$ cat config.mk
export PLATFORM = sky130hd
export DESIGN_NAME = dock_command_byte_parser_core
export DESIGN_NICKNAME = d
export VERILOG_FILES = /design/src/rtl/dcbp_pkg.sv /design/src/rtl/dcbp_parser.sv /design/src/rtl/dcbp_cmd_fifo.sv /design/src/rtl/dcbp_emitter.sv /design/src/rtl/dock_command_byte_parser_core.sv
export VERILOG_INCLUDE_DIRS = /design/src /design/src/rtl
export SDC_FILE = /design/constraint.sdc
export NUM_CORES = 1
export LEC_CHECK = 0
export BUFFER_PORTS_ARGS = -buffer_cell sky130_fd_sc_hd__clkbuf_2
export CAP_MARGIN = 10
export CORE_MARGIN = 2
export CORE_UTILIZATION = 25
export CTS_CLUSTER_DIAMETER = 50
export CTS_CLUSTER_SIZE = 20
export DETAILED_ROUTE_END_ITERATION = 10
export GPL_ROUTABILITY_DRIVEN = 0
export GPL_TIMING_DRIVEN = 0
export HOLD_SLACK_MARGIN = 0.15
export PLACE_DENSITY = 0.45
export SLEW_MARGIN = 20
export SYNTH_ARGS = -nofsm -noshare
export SYNTH_HDL_FRONTEND = slang
export SYNTH_HIERARCHICAL = 1
export SYNTH_SLANG_ARGS = --single-unit
$ cat constraint.sdc
create_clock -name clk -period 4.12 [get_ports clk]
set_clock_uncertainty 0.2 [all_clocks]
set_input_delay 0.206 -clock clk [delete_from_list [all_inputs] [get_ports clk]]
set_output_delay 0.206 -clock clk [all_outputs]
set_load 0.05 [all_outputs]
$ cat src/rtl/dock_command_byte_parser_core_assert.svh
// Assertion macros shared by the parser RTL modules.
`ifndef DOCK_COMMAND_BYTE_PARSER_CORE_ASSERT_SVH
`define DOCK_COMMAND_BYTE_PARSER_CORE_ASSERT_SVH

// Consequent must hold in the same cycle as the antecedent.
`define DCBP_ASSERT_NOW(label, ante, cons, msg) \
  label: assert property (@(posedge clk) disable iff (!rst_n) (ante) |-> (cons)) \
    else $error(msg);

// Consequent must hold in the cycle after the antecedent.
`define DCBP_ASSERT_NEXT(label, ante, cons, msg) \
  label: assert property (@(posedge clk) disable iff (!rst_n) (ante) |=> (cons)) \
    else $error(msg);

`endif

$ cat src/rtl/dcbp_pkg.sv
// Shared types and constants of the dock command byte parser.
`timescale 1ns / 1ps
`default_nettype none
package dcbp_pkg;

  // Width of the payload fill count; covers the largest payload depth.
  localparam int CNT_W = 6;

  // Command codes of the result items.
  localparam logic [3:0] CMD_TEST_TOGGLE = 4'd0;
  localparam logic [3:0] CMD_DOCK_SELECT = 4'd1;
  localparam logic [3:0] CMD_SAVE        = 4'd2;
  localparam logic [3:0] CMD_CLEAR_STORE = 4'd3;
  localparam logic [3:0] CMD_RESTART     = 4'd4;
  localparam logic [3:0] CMD_FFB_TEST    = 4'd5;
  localparam logic [3:0] CMD_BRIGHTNESS  = 4'd6;
  localparam logic [3:0] CMD_CALIBRATE   = 4'd7;
  localparam logic [3:0] CMD_STORE_UPD   = 4'd8;
  localparam logic [3:0] CMD_READ_TOGGLE = 4'd9;
  localparam logic [3:0] CMD_READ_PINS   = 4'd10;
  localparam logic [3:0] CMD_READ_SETUP  = 4'd11;
  localparam logic [3:0] CMD_READ_PROF   = 4'd12;
  localparam logic [3:0] CMD_READ_USB    = 4'd13;

  // Protocol characters.
  localparam logic [7:0] CH_UP_X  = 8'h58;
  localparam logic [7:0] CH_DOT   = 8'h2E;
  localparam logic [7:0] CH_UP_B  = 8'h42;
  localparam logic [7:0] CH_UP_T  = 8'h54;
  localparam logic [7:0] CH_UP_P  = 8'h50;
  localparam logic [7:0] CH_UP_E  = 8'h45;
  localparam logic [7:0] CH_UP_C  = 8'h43;
  localparam logic [7:0] CH_UP_S  = 8'h53;
  localparam logic [7:0] CH_LO_C  = 8'h63;
  localparam logic [7:0] CH_LO_M  = 8'h6D;
  localparam logic [7:0] CH_LO_L  = 8'h6C;
  localparam logic [7:0] CH_LO_X  = 8'h78;
  localparam logic [7:0] CH_LO_T  = 8'h74;
  localparam logic [7:0] CH_LO_B  = 8'h62;
  localparam logic [7:0] CH_LO_P  = 8'h70;
  localparam logic [7:0] CH_LO_S  = 8'h73;
  localparam logic [7:0] CH_LO_I  = 8'h69;

  // One operation handed from the parser to the emitter.
  typedef struct packed {
    logic             is_run;
    logic [3:0]       command;
    logic             has_argument;
    logic [7:0]       argument;
    logic [CNT_W-1:0] run_count;
    logic             truncated;
  } dcbp_op_t;

  // One result item as presented on the output ports.
  typedef struct packed {
    logic [3:0] command;
    logic       has_argument;
    logic [7:0] argument;
    logic       last;
    logic       truncated;
  } dcbp_result_t;

  // Payload store write request from the parser.
  typedef struct packed {
    logic             en;
    logic [CNT_W-1:0] addr;
    logic [7:0]       data;
  } dcbp_wr_t;

endpackage
`default_nettype wire

$ cat src/rtl/dcbp_parser.sv
// Front end: accepts bytes, runs the command state machine, fills the payload store.
`timescale 1ns / 1ps
`default_nettype none
module dcbp_parser
  import dcbp_pkg::*;
#(
  parameter int PAYLOAD_DEPTH = 63
) (
  input  wire logic       clk,
  input  wire logic       rst_n,
  input  wire logic       in_push,
  output logic            in_full,
  input  wire logic [7:0] in_data_byte,
  input  wire logic       cfg_wr_en,
  input  wire logic       cfg_wr_data,
  output logic            op_push,
  output dcbp_op_t        op,
  input  wire logic       fifo_full,
  output dcbp_wr_t        wr,
  input  wire logic       run_done
);

  `include "dock_command_byte_parser_core_assert.svh"

  localparam logic [3:0] ST_IDLE      = 4'd0;
  localparam logic [3:0] ST_HEADER    = 4'd1;
  localparam logic [3:0] ST_BRIGHT    = 4'd2;
  localparam logic [3:0] ST_CAL_IDX   = 4'd3;
  localparam logic [3:0] ST_CAL_CONF  = 4'd4;
  localparam logic [3:0] ST_MAP       = 4'd5;
  localparam logic [3:0] ST_MAP_DATA  = 4'd6;
  localparam logic [3:0] ST_READ_SEL  = 4'd7;
  localparam logic [3:0] ST_READ_PROF = 4'd8;
  localparam logic [3:0] ST_REBOOT    = 4'd9;
  localparam logic [3:0] ST_FFB       = 4'd10;

  localparam logic [CNT_W-1:0] DEPTH_CNT = CNT_W'(PAYLOAD_DEPTH);

  logic [3:0]       state_r, state_nxt;
  logic [CNT_W-1:0] count_r, count_nxt;
  logic             ovf_r, ovf_nxt;
  logic [7:0]       cal_idx_r, cal_idx_nxt;
  logic             enabled_r;
  logic             busy_r, busy_nxt;
  logic             accept;
  logic             emit;

  // A byte is taken unless the queue is full or a payload run is still draining.
  assign in_full = fifo_full | busy_r;
  assign accept  = in_push & ~in_full;
  assign op_push = accept & emit & enabled_r;

  // Command state machine.
  always_comb begin
    state_nxt   = state_r;
    count_nxt   = count_r;
    ovf_nxt     = ovf_r;
    cal_idx_nxt = cal_idx_r;
    emit        = 1'b0;
    op          = '0;
    wr          = '0;
    wr.addr     = count_r;
    wr.data     = in_data_byte;
    if (accept) begin
      unique case (state_r) inside
        ST_HEADER: begin
          state_nxt = ST_IDLE;
          unique case (in_data_byte)
            CH_UP_B: state_nxt = ST_BRIGHT;
            CH_UP_T: begin
              emit = 1'b1;
              op.command = CMD_TEST_TOGGLE;
            end
            CH_UP_P: begin
              emit = 1'b1;
              op.command = CMD_DOCK_SELECT;
              op.has_argument = 1'b1;
              op.argument = 8'd1;
            end
            CH_UP_E: begin
              emit = 1'b1;
              op.command = CMD_DOCK_SELECT;
              op.has_argument = 1'b1;
            end
            CH_UP_C: state_nxt = ST_CAL_IDX;
            CH_UP_S: begin
              emit = 1'b1;
              op.command = CMD_SAVE;
            end
            CH_LO_C: begin
              emit = 1'b1;
              op.command = CMD_CLEAR_STORE;
            end
            CH_LO_M: state_nxt = ST_MAP;
            CH_LO_L: state_nxt = ST_READ_SEL;
            CH_LO_T: state_nxt = ST_FFB;
            CH_LO_X: state_nxt = ST_REBOOT;
            default: state_nxt = ST_HEADER;
          endcase
        end
        ST_REBOOT: begin
          emit = (in_data_byte == CH_LO_X);
          op.command = CMD_RESTART;
          state_nxt = ST_IDLE;
        end
        ST_FFB, ST_BRIGHT, ST_READ_PROF: begin
          emit = 1'b1;
          op.has_argument = 1'b1;
          op.argument = in_data_byte;
          op.command = (state_r == ST_FFB)    ? CMD_FFB_TEST :
                       (state_r == ST_BRIGHT) ? CMD_BRIGHTNESS : CMD_READ_PROF;
          state_nxt = ST_IDLE;
        end
        ST_CAL_IDX: begin
          cal_idx_nxt = in_data_byte;
          state_nxt = ST_CAL_CONF;
        end
        ST_CAL_CONF: begin
          emit = (in_data_byte == CH_UP_C);
          op.command = CMD_CALIBRATE;
          op.has_argument = 1'b1;
          op.argument = cal_idx_r;
          state_nxt = ST_IDLE;
        end
        ST_MAP: begin
          if (in_data_byte == CH_DOT) begin
            count_nxt = '0;
            ovf_nxt = 1'b0;
            state_nxt = ST_MAP_DATA;
          end else if (in_data_byte == CH_UP_X) begin
            state_nxt = ST_HEADER;
          end else begin
            state_nxt = ST_IDLE;
          end
        end
        ST_MAP_DATA: begin
          if (in_data_byte == CH_UP_X || in_data_byte == CH_DOT) begin
            // Close the run; the emitter walks the store.
            emit = 1'b1;
            op.is_run = 1'b1;
            op.command = CMD_STORE_UPD;
            op.run_count = count_r;
            op.truncated = ovf_r;
            state_nxt = (in_data_byte == CH_UP_X) ? ST_HEADER : ST_IDLE;
          end else if (count_r < DEPTH_CNT) begin
            wr.en = 1'b1;
            count_nxt = count_r + 1'b1;
          end else begin
            ovf_nxt = 1'b1;
          end
        end
        ST_READ_SEL: begin
          state_nxt = ST_IDLE;
          unique case (in_data_byte)
            CH_LO_B: begin
              emit = 1'b1;
              op.command = CMD_READ_TOGGLE;
            end
            CH_LO_P: begin
              emit = 1'b1;
              op.command = CMD_READ_PINS;
            end
            CH_LO_S: begin
              emit = 1'b1;
              op.command = CMD_READ_SETUP;
            end
            CH_UP_P: state_nxt = ST_READ_PROF;
            CH_LO_I: begin
              emit = 1'b1;
              op.command = CMD_READ_USB;
            end
            default: state_nxt = ST_READ_SEL;
          endcase
        end
        default: begin
          // Idle, and any code that means nothing.
          state_nxt = (in_data_byte == CH_UP_X) ? ST_HEADER : ST_IDLE;
        end
      endcase
    end
  end

  // A run stays pending from its transfer into the queue until its last result is loaded.
  always_comb begin
    busy_nxt = busy_r;
    if (op_push && op.is_run) begin
      busy_nxt = 1'b1;
    end else if (run_done) begin
      busy_nxt = 1'b0;
    end
  end

  always_ff @(posedge clk) begin
    if (!rst_n) begin
      state_r   <= ST_IDLE;
      count_r   <= '0;
      ovf_r     <= 1'b0;
      cal_idx_r <= '0;
      enabled_r <= 1'b1;
      busy_r    <= 1'b0;
    end else begin
      state_r   <= state_nxt;
      count_r   <= count_nxt;
      ovf_r     <= ovf_nxt;
      cal_idx_r <= cal_idx_nxt;
      busy_r    <= busy_nxt;
      if (cfg_wr_en) begin
        enabled_r <= cfg_wr_data;
      end
    end
  end

  `DCBP_ASSERT_NOW(a_push_room, op_push, !fifo_full, "operation pushed into a full queue")
  `DCBP_ASSERT_NOW(a_wr_range, wr.en, wr.addr < DEPTH_CNT, "payload write beyond store depth")
  `DCBP_ASSERT_NOW(a_busy_quiet, busy_r, !op_push && !wr.en, "parser active during a run")

endmodule
`default_nettype wire

$ cat src/rtl/dcbp_cmd_fifo.sv
// Two-entry queue of operations between the parser and the emitter.
`timescale 1ns / 1ps
`default_nettype none
module dcbp_cmd_fifo
  import dcbp_pkg::*;
(
  input  wire logic     clk,
  input  wire logic     rst_n,
  input  wire logic     push,
  input  dcbp_op_t      push_op,
  output logic          full,
  input  wire logic     pop,
  output dcbp_op_t      head_op,
  output logic          empty
);

  dcbp_op_t   slot_r [2];
  logic       wptr_r, rptr_r;
  logic [1:0] fill_r;
  logic       do_push, do_pop;

  assign full    = (fill_r == 2'd2);
  assign empty   = (fill_r == 2'd0);
  assign do_push = push & ~full;
  assign do_pop  = pop & ~empty;
  assign head_op = slot_r[rptr_r];

  // Pointers and fill level.
  always_ff @(posedge clk) begin
    if (!rst_n) begin
      wptr_r <= 1'b0;
      rptr_r <= 1'b0;
      fill_r <= 2'd0;
    end else begin
      if (do_push) begin
        wptr_r <= ~wptr_r;
      end
      if (do_pop) begin
        rptr_r <= ~rptr_r;
      end
      fill_r <= fill_r + {1'b0, do_push} - {1'b0, do_pop};
    end
  end

  // Entry storage.
  always_ff @(posedge clk) begin
    if (do_push) begin
      slot_r[wptr_r] <= push_op;
    end
  end

endmodule
`default_nettype wire

$ cat src/rtl/dcbp_emitter.sv
// Back end: holds the payload store and delivers result items, walking the store for a run.
`timescale 1ns / 1ps
`default_nettype none
module dcbp_emitter
  import dcbp_pkg::*;
#(
  parameter int PAYLOAD_DEPTH = 63
) (
  input  wire logic  clk,
  input  wire logic  rst_n,
  input  dcbp_wr_t   wr,
  input  dcbp_op_t   head_op,
  input  wire logic  fifo_empty,
  output logic       fifo_pop,
  output logic       run_done,
  output logic       out_empty,
  input  wire logic  out_pop,
  output dcbp_result_t out_res
);

  `include "dock_command_byte_parser_core_assert.svh"

  localparam int ADDR_W = (PAYLOAD_DEPTH > 1) ? $clog2(PAYLOAD_DEPTH) : 1;

  localparam logic [1:0] B_IDLE = 2'd0;
  localparam logic [1:0] B_READ = 2'd1;
  localparam logic [1:0] B_LOAD = 2'd2;
  localparam logic [1:0] B_TAIL = 2'd3;

  logic [7:0]       mem [PAYLOAD_DEPTH];
  logic [7:0]       rd_data_r;
  logic [1:0]       state_r, state_nxt;
  logic [CNT_W-1:0] idx_r, idx_nxt;
  logic [CNT_W-1:0] cnt_r, cnt_nxt;
  logic             trunc_r, trunc_nxt;
  logic             out_valid_r;
  dcbp_result_t     out_r;
  logic             out_free;
  logic             load;
  dcbp_result_t     load_val;

  assign out_empty = ~out_valid_r;
  assign out_res   = out_r;
  assign out_free  = ~out_valid_r | out_pop;

  // Payload store: one write port from the parser, one registered read port.
  always_ff @(posedge clk) begin
    if (wr.en) begin
      mem[wr.addr[ADDR_W-1:0]] <= wr.data;
    end
    rd_data_r <= mem[idx_r[ADDR_W-1:0]];
  end

  // Delivery sequencer.
  always_comb begin
    state_nxt = state_r;
    idx_nxt   = idx_r;
    cnt_nxt   = cnt_r;
    trunc_nxt = trunc_r;
    fifo_pop  = 1'b0;
    run_done  = 1'b0;
    load      = 1'b0;
    load_val  = '0;
    unique case (state_r)
      B_IDLE: begin
        if (!fifo_empty && out_free) begin
          fifo_pop = 1'b1;
          if (head_op.is_run) begin
            cnt_nxt   = head_op.run_count;
            trunc_nxt = head_op.truncated;
            idx_nxt   = '0;
            state_nxt = (head_op.run_count == '0) ? B_TAIL : B_READ;
          end else begin
            load = 1'b1;
            load_val.command      = head_op.command;
            load_val.has_argument = head_op.has_argument;
            load_val.argument     = head_op.argument;
            load_val.last         = 1'b1;
          end
        end
      end
      B_READ: begin
        state_nxt = B_LOAD;
      end
      B_LOAD: begin
        if (out_free) begin
          load = 1'b1;
          load_val.command      = CMD_STORE_UPD;
          load_val.has_argument = 1'b1;
          load_val.argument     = rd_data_r;
          load_val.truncated    = trunc_r;
          idx_nxt   = idx_r + 1'b1;
          state_nxt = (idx_nxt == cnt_r) ? B_TAIL : B_READ;
        end
      end
      B_TAIL: begin
        if (out_free) begin
          // Closing zero byte of the run.
          load = 1'b1;
          load_val.command      = CMD_STORE_UPD;
          load_val.has_argument = 1'b1;
          load_val.last         = 1'b1;
          load_val.truncated    = trunc_r;
          run_done  = 1'b1;
          state_nxt = B_IDLE;
        end
      end
      default: state_nxt = B_IDLE;
    endcase
  end

  always_ff @(posedge clk) begin
    if (!rst_n) begin
      state_r     <= B_IDLE;
      idx_r       <= '0;
      cnt_r       <= '0;
      trunc_r     <= 1'b0;
      out_valid_r <= 1'b0;
    end else begin
      state_r <= state_nxt;
      idx_r   <= idx_nxt;
      cnt_r   <= cnt_nxt;
      trunc_r <= trunc_nxt;
      if (load) begin
        out_valid_r <= 1'b1;
      end else if (out_pop) begin
        out_valid_r <= 1'b0;
      end
    end
  end

  // Output register holds no control state.
  always_ff @(posedge clk) begin
    if (load) begin
      out_r <= load_val;
    end
  end

  `DCBP_ASSERT_NEXT(a_out_hold, out_valid_r && !out_pop, out_valid_r && $stable(out_r),
    "waiting result was overwritten")
  `DCBP_ASSERT_NOW(a_idx_range, state_r == B_LOAD, idx_r < cnt_r, "run read past its count")
  `DCBP_ASSERT_NOW(a_done_tail, run_done, state_r == B_TAIL && load, "run ended outside tail")

endmodule
`default_nettype wire

$ cat src/rtl/dock_command_byte_parser_core.sv
// Top level of the dock command byte parser.
// Takes one received serial byte per transfer on the in_ queue side and delivers command
// results on the out_ queue side. A byte is normally taken in the cycle it is offered; the
// parser state machine handles it and, when it completes a command, places one operation
// into a two-entry queue, and in_full also rises while that queue holds two operations.
// The emitter drains the queue into a one-entry output register, so a single result
// passes through the queue and the output register before it can be popped, and the
// input keeps moving while a result waits to be popped. A store update run (after "m.")
// is delivered by walking the payload store through its registered read port: once the
// emitter takes the run off the queue it steps through a read state and a load state for
// each stored byte and a tail state for the closing zero byte, and every load also waits
// while the output register is full. in_full stays high from the byte that closes the run
// until its last result is loaded. cfg_wr_data written with cfg_wr_en set enables
// (1, reset value) or silences (0) all command results.
`timescale 1ns / 1ps
`default_nettype none
module dock_command_byte_parser_core
  import dcbp_pkg::*;
#(
  parameter int PAYLOAD_DEPTH = 63
) (
  input  wire logic       clk,
  input  wire logic       rst_n,
  input  wire logic       in_push,
  output logic            in_full,
  input  wire logic [7:0] in_data_byte,
  output logic            out_empty,
  input  wire logic       out_pop,
  output logic [3:0]      out_command,
  output logic            out_has_argument,
  output logic [7:0]      out_argument,
  output logic            out_last,
  output logic            out_truncated,
  input  wire logic       cfg_wr_en,
  input  wire logic       cfg_wr_data
);

  logic         op_push;
  dcbp_op_t     op;
  dcbp_op_t     head_op;
  logic         fifo_full;
  logic         fifo_empty;
  logic         fifo_pop;
  dcbp_wr_t     wr;
  logic         run_done;
  dcbp_result_t out_res;

  dcbp_parser #(
    .PAYLOAD_DEPTH(PAYLOAD_DEPTH)
  ) u_parser (
    .clk          (clk),
    .rst_n        (rst_n),
    .in_push      (in_push),
    .in_full      (in_full),
    .in_data_byte (in_data_byte),
    .cfg_wr_en    (cfg_wr_en),
    .cfg_wr_data  (cfg_wr_data),
    .op_push      (op_push),
    .op           (op),
    .fifo_full    (fifo_full),
    .wr           (wr),
    .run_done     (run_done)
  );

  dcbp_cmd_fifo u_fifo (
    .clk     (clk),
    .rst_n   (rst_n),
    .push    (op_push),
    .push_op (op),
    .full    (fifo_full),
    .pop     (fifo_pop),
    .head_op (head_op),
    .empty   (fifo_empty)
  );

  dcbp_emitter #(
    .PAYLOAD_DEPTH(PAYLOAD_DEPTH)
  ) u_emitter (
    .clk        (clk),
    .rst_n      (rst_n),
    .wr         (wr),
    .head_op    (head_op),
    .fifo_empty (fifo_empty),
    .fifo_pop   (fifo_pop),
    .run_done   (run_done),
    .out_empty  (out_empty),
    .out_pop    (out_pop),
    .out_res    (out_res)
  );

  assign out_command      = out_res.command;
  assign out_has_argument = out_res.has_argument;
  assign out_argument     = out_res.argument;
  assign out_last         = out_res.last;
  assign out_truncated    = out_res.truncated;

endmodule
`default_nettype wire

==> flow_metrics.env <==
export IMPL_status="complete, but fails checks"
export IMPL_violations="negative setup slack"
export IMPL_die_area_sq_um=104000
export IMPL_nets=1613
export IMPL_startpoint_type="flop"
export IMPL_worstRegToRegCells=9
export IMPL_min_period_ns=4.26
export IMPL_cpPeakStageDelay_ns=0.93
export IMPL_antenna_found_initial=1
export IMPL_drtIter0Drc=1275
export IMPL_num_fill_cells=10100
export IMPL_ant_nets=0
export IMPL_hold_path_class="flop to flop"
export IMPL_cts_path_max_buffers=3
export IMPL_vias_per_cell=4.65
export IMPL_synthesis_nets=1487
export IMPL_drc=0
export IMPL_worstMarginPinSlew_ns=1.14
export IMPL_synth_top_cell_area_share=0.662
export IMPL_crit_cells=9
export IMPL_place_hpwl_microns=45400
export IMPL_synthTopCellsByArea="edfxtp_1, mux4_2, dfxtp_1"
export IMPL_layout_worst_path_cycle_share=1.03
export IMPL_power_density_nw_per_um2=443
export IMPL_num_vias=14000
export IMPL_ys_seq_area_frac=0.701
export IMPL_synth_top_cell_by_area="edfxtp_1"
export IMPL_synthFlopType="edfxtp_1"
export IMPL_setup_tns_ns=-2.30
export IMPL_initial_core_util=0.251
export IMPL_fin_ws_ns=-0.142
export IMPL_critPathArrivalTime_ns=4.31
export IMPL_fmax_ghz=0.235
export IMPL_chipWidth_microns=323
export IMPL_fp_row_count=117
export IMPL_endpoint_kind="flop"
export IMPL_syn_inst=1465
export IMPL_ir_drop_uv=231
export IMPL_overflow=0
export IMPL_p_leak_nw=9.36
export IMPL_finalPower_w=0.0134
export IMPL_finish_instance_area_sq_um=30200
export IMPL_utilization=0.298
export IMPL_areaGrowthSynthToFinish_pct=18.7
export IMPL_grt_pass1_vias=14400
export IMPL_setup_violations_final=34
export IMPL_rsz0062_at_grt="yes"
export IMPL_drv_cap=0
export IMPL_synth_cell_types=77
export IMPL_cp_cell_sequence="nand2b_1 -> inv_1 -> or3b_2 -> clkbuf_1 -> a311oi_1 -> nand3_1 -> inv_1 -> nand3_1 -> nor2_1"
export IMPL_dp_cells=2861
export IMPL_relSlewSlack=0.237
export IMPL_first_pass_iters=5
export IMPL_routed_wl_microns=69500
export IMPL_syn_avg_cell_area_sq_um=17.4
export IMPL_cp_slowest_cell="nor2_1"
export IMPL_grt_first_pass_wirelength_microns=101000
export IMPL_ys_async_sr_fraction=0
export IMPL_crit_fanout=9
export IMPL_cts_sinks=611
export IMPL_portBuffers=28
export IMPL_grt_usage=0.134
export IMPL_cts_buffers=72
export IMPL_die_h_microns=323
export IMPL_layout_drive_gt1_share=0.244
export IMPL_clockRootBuffer="clkbuf_16"
export IMPL_num_antenna_cells=0
export IMPL_critPathTopFamily="simple AND/OR/NAND/NOR gates"
export IMPL_hold_viol=0
export IMPL_synth_most_common_cell="edfxtp_1"
export IMPL_yosysWarnings=6
export IMPL_io_pins=31
export IMPL_grt_max_degree=64
export IMPL_synth_edff_count=561
export IMPL_cts_reportedPaths_clkPinSlew_ns=0.06
export IMPL_synthTopCellsByCount="edfxtp_1, mux4_2, nor2_1"
export IMPL_placedInstanceArea_sq_um=27300
export IMPL_clkLatencyLatePin_ns=0.63
export IMPL_synth_area_sq_um=25400
export IMPL_worstSetupPathType="flop to flop"
export IMPL_fin_cells=3015
export IMPL_cts_tree="yes"
export IMPL_core_sq_um=101000
export IMPL_wire_per_inst_microns=23.1
export IMPL_hold_path_depth=2
export IMPL_htree_levels=3
export IMPL_crit_buf_inv=3
export IMPL_drv_slew=0
export IMPL_critPathRequiredTime_ns=4.17
export IMPL_synth_seq_cells=611
routing by layer:
metal  global-route usage  share of wire
met2                0.218           0.48
met4               0.0469          0.030
met5                    0              0
met3               0.0207          0.044
met1                0.181           0.45
repair_timing:
item,4_1_cts,5_1_grt
hold endpoints to repair,304,0
resized for setup,24,45
hold buffers,20,0
setup buffers,0,3
pin swaps,0,3
setup endpoints to repair,156,406
report_power, final:
group          switching, W  leakage [nW]  total [W]  internal, W
Combinational      0.000156          2.73   0.000203    0.0000473
Sequential       0.00000180          5.47    0.00676      0.00676
Clock               0.00281          1.15    0.00640      0.00360
Total               0.00296          9.36     0.0134       0.0104
final timing paths:
| path | startpoint | to | slack [ns] |
|---|---|---|---|
| setup / recovery | u_fifo/fill_r[0]$_SDFF_PN0_ | u_emitter/mem[62][4]$_DFFE_PP_ | -0.14 |
| hold / removal | u_parser/ovf_r$_SDFFE_PN0P_ | u_parser/ovf_r$_SDFFE_PN0P_ | 0.26 |
| setup reg to reg | u_fifo/fill_r[0]$_SDFF_PN0_ | u_emitter/mem[62][4]$_DFFE_PP_ | -0.14 |
| hold reg to reg | u_parser/ovf_r$_SDFFE_PN0P_ | u_parser/ovf_r$_SDFFE_PN0P_ | 0.26 |
area by class of cell:
cell class                 count  area (sq um)  area share
inverter                      22          82.6     0.00273
sequential                   611         17800       0.591
clock buffer                  76          1820      0.0602
clock inverter                54           576      0.0191
timing repair buffer          52           390      0.0129
multi-input combinational    742          7190       0.238
buffer                        90           587      0.0194
tap                         1368          1710      0.0567
per-stage QoR:
step	hold slack, ns	setup WS (ns)
finish	0.259	-0.142
global route	0.291	-0.217
CTS	0.262	-0.0811
detailed placement	0.248	-0.350
global placement	0.236	-0.606
floorplan	0.128	0.780
state kept, by name, indices dropped and copies added, names as in the netlist, 2 cells and up, named ones only:
name                 cells
u_emitter/idx_r          6
u_parser/state_r         4
u_emitter/rd_data_r      8
u_emitter/cnt_r          6
u_fifo/slot_r           42
u_emitter/state_r        2
u_emitter/out_res       15
u_emitter/mem          504
u_parser/count_r         6
u_fifo/fill_r            2
u_parser/cal_idx_r       8
worst reg2reg max path, stage by stage (launching register included):
cell	delay, ns
dfxtp_1	0.38
nand2b_1	0.17
inv_1	0.09
or3b_2	0.46
clkbuf_1	0.23
a311oi_1	0.24
nand3_1	0.16
inv_1	0.36
nand3_1	0.65
nor2_1	0.93
cells in the final DEF, fill, tap and decap left out, drive strengths merged, types with 14 or more instances in the layout:
cell type,count
a21oi,34
a221oi,14
a22oi,14
and2,17
buf,49
clkbuf,149
clkinv,14
dfxtp,50
dlygate4sd3,20
edfxtp,561
inv,49
mux2,25
mux2i,85
mux4,109
nand2,43
nand3,19
nor2,100
nor2b,33
o21ai,39
logic make-up after synthesis:
family          synth area share
compound gates            0.0524
simple gates              0.0664
mux                        0.145
fa+ha+maj                0.00393
buf+inv                   0.0263
xor+xnor                 0.00516
flops                      0.701
Note: power is estimated with default switching activity, not from simulation.
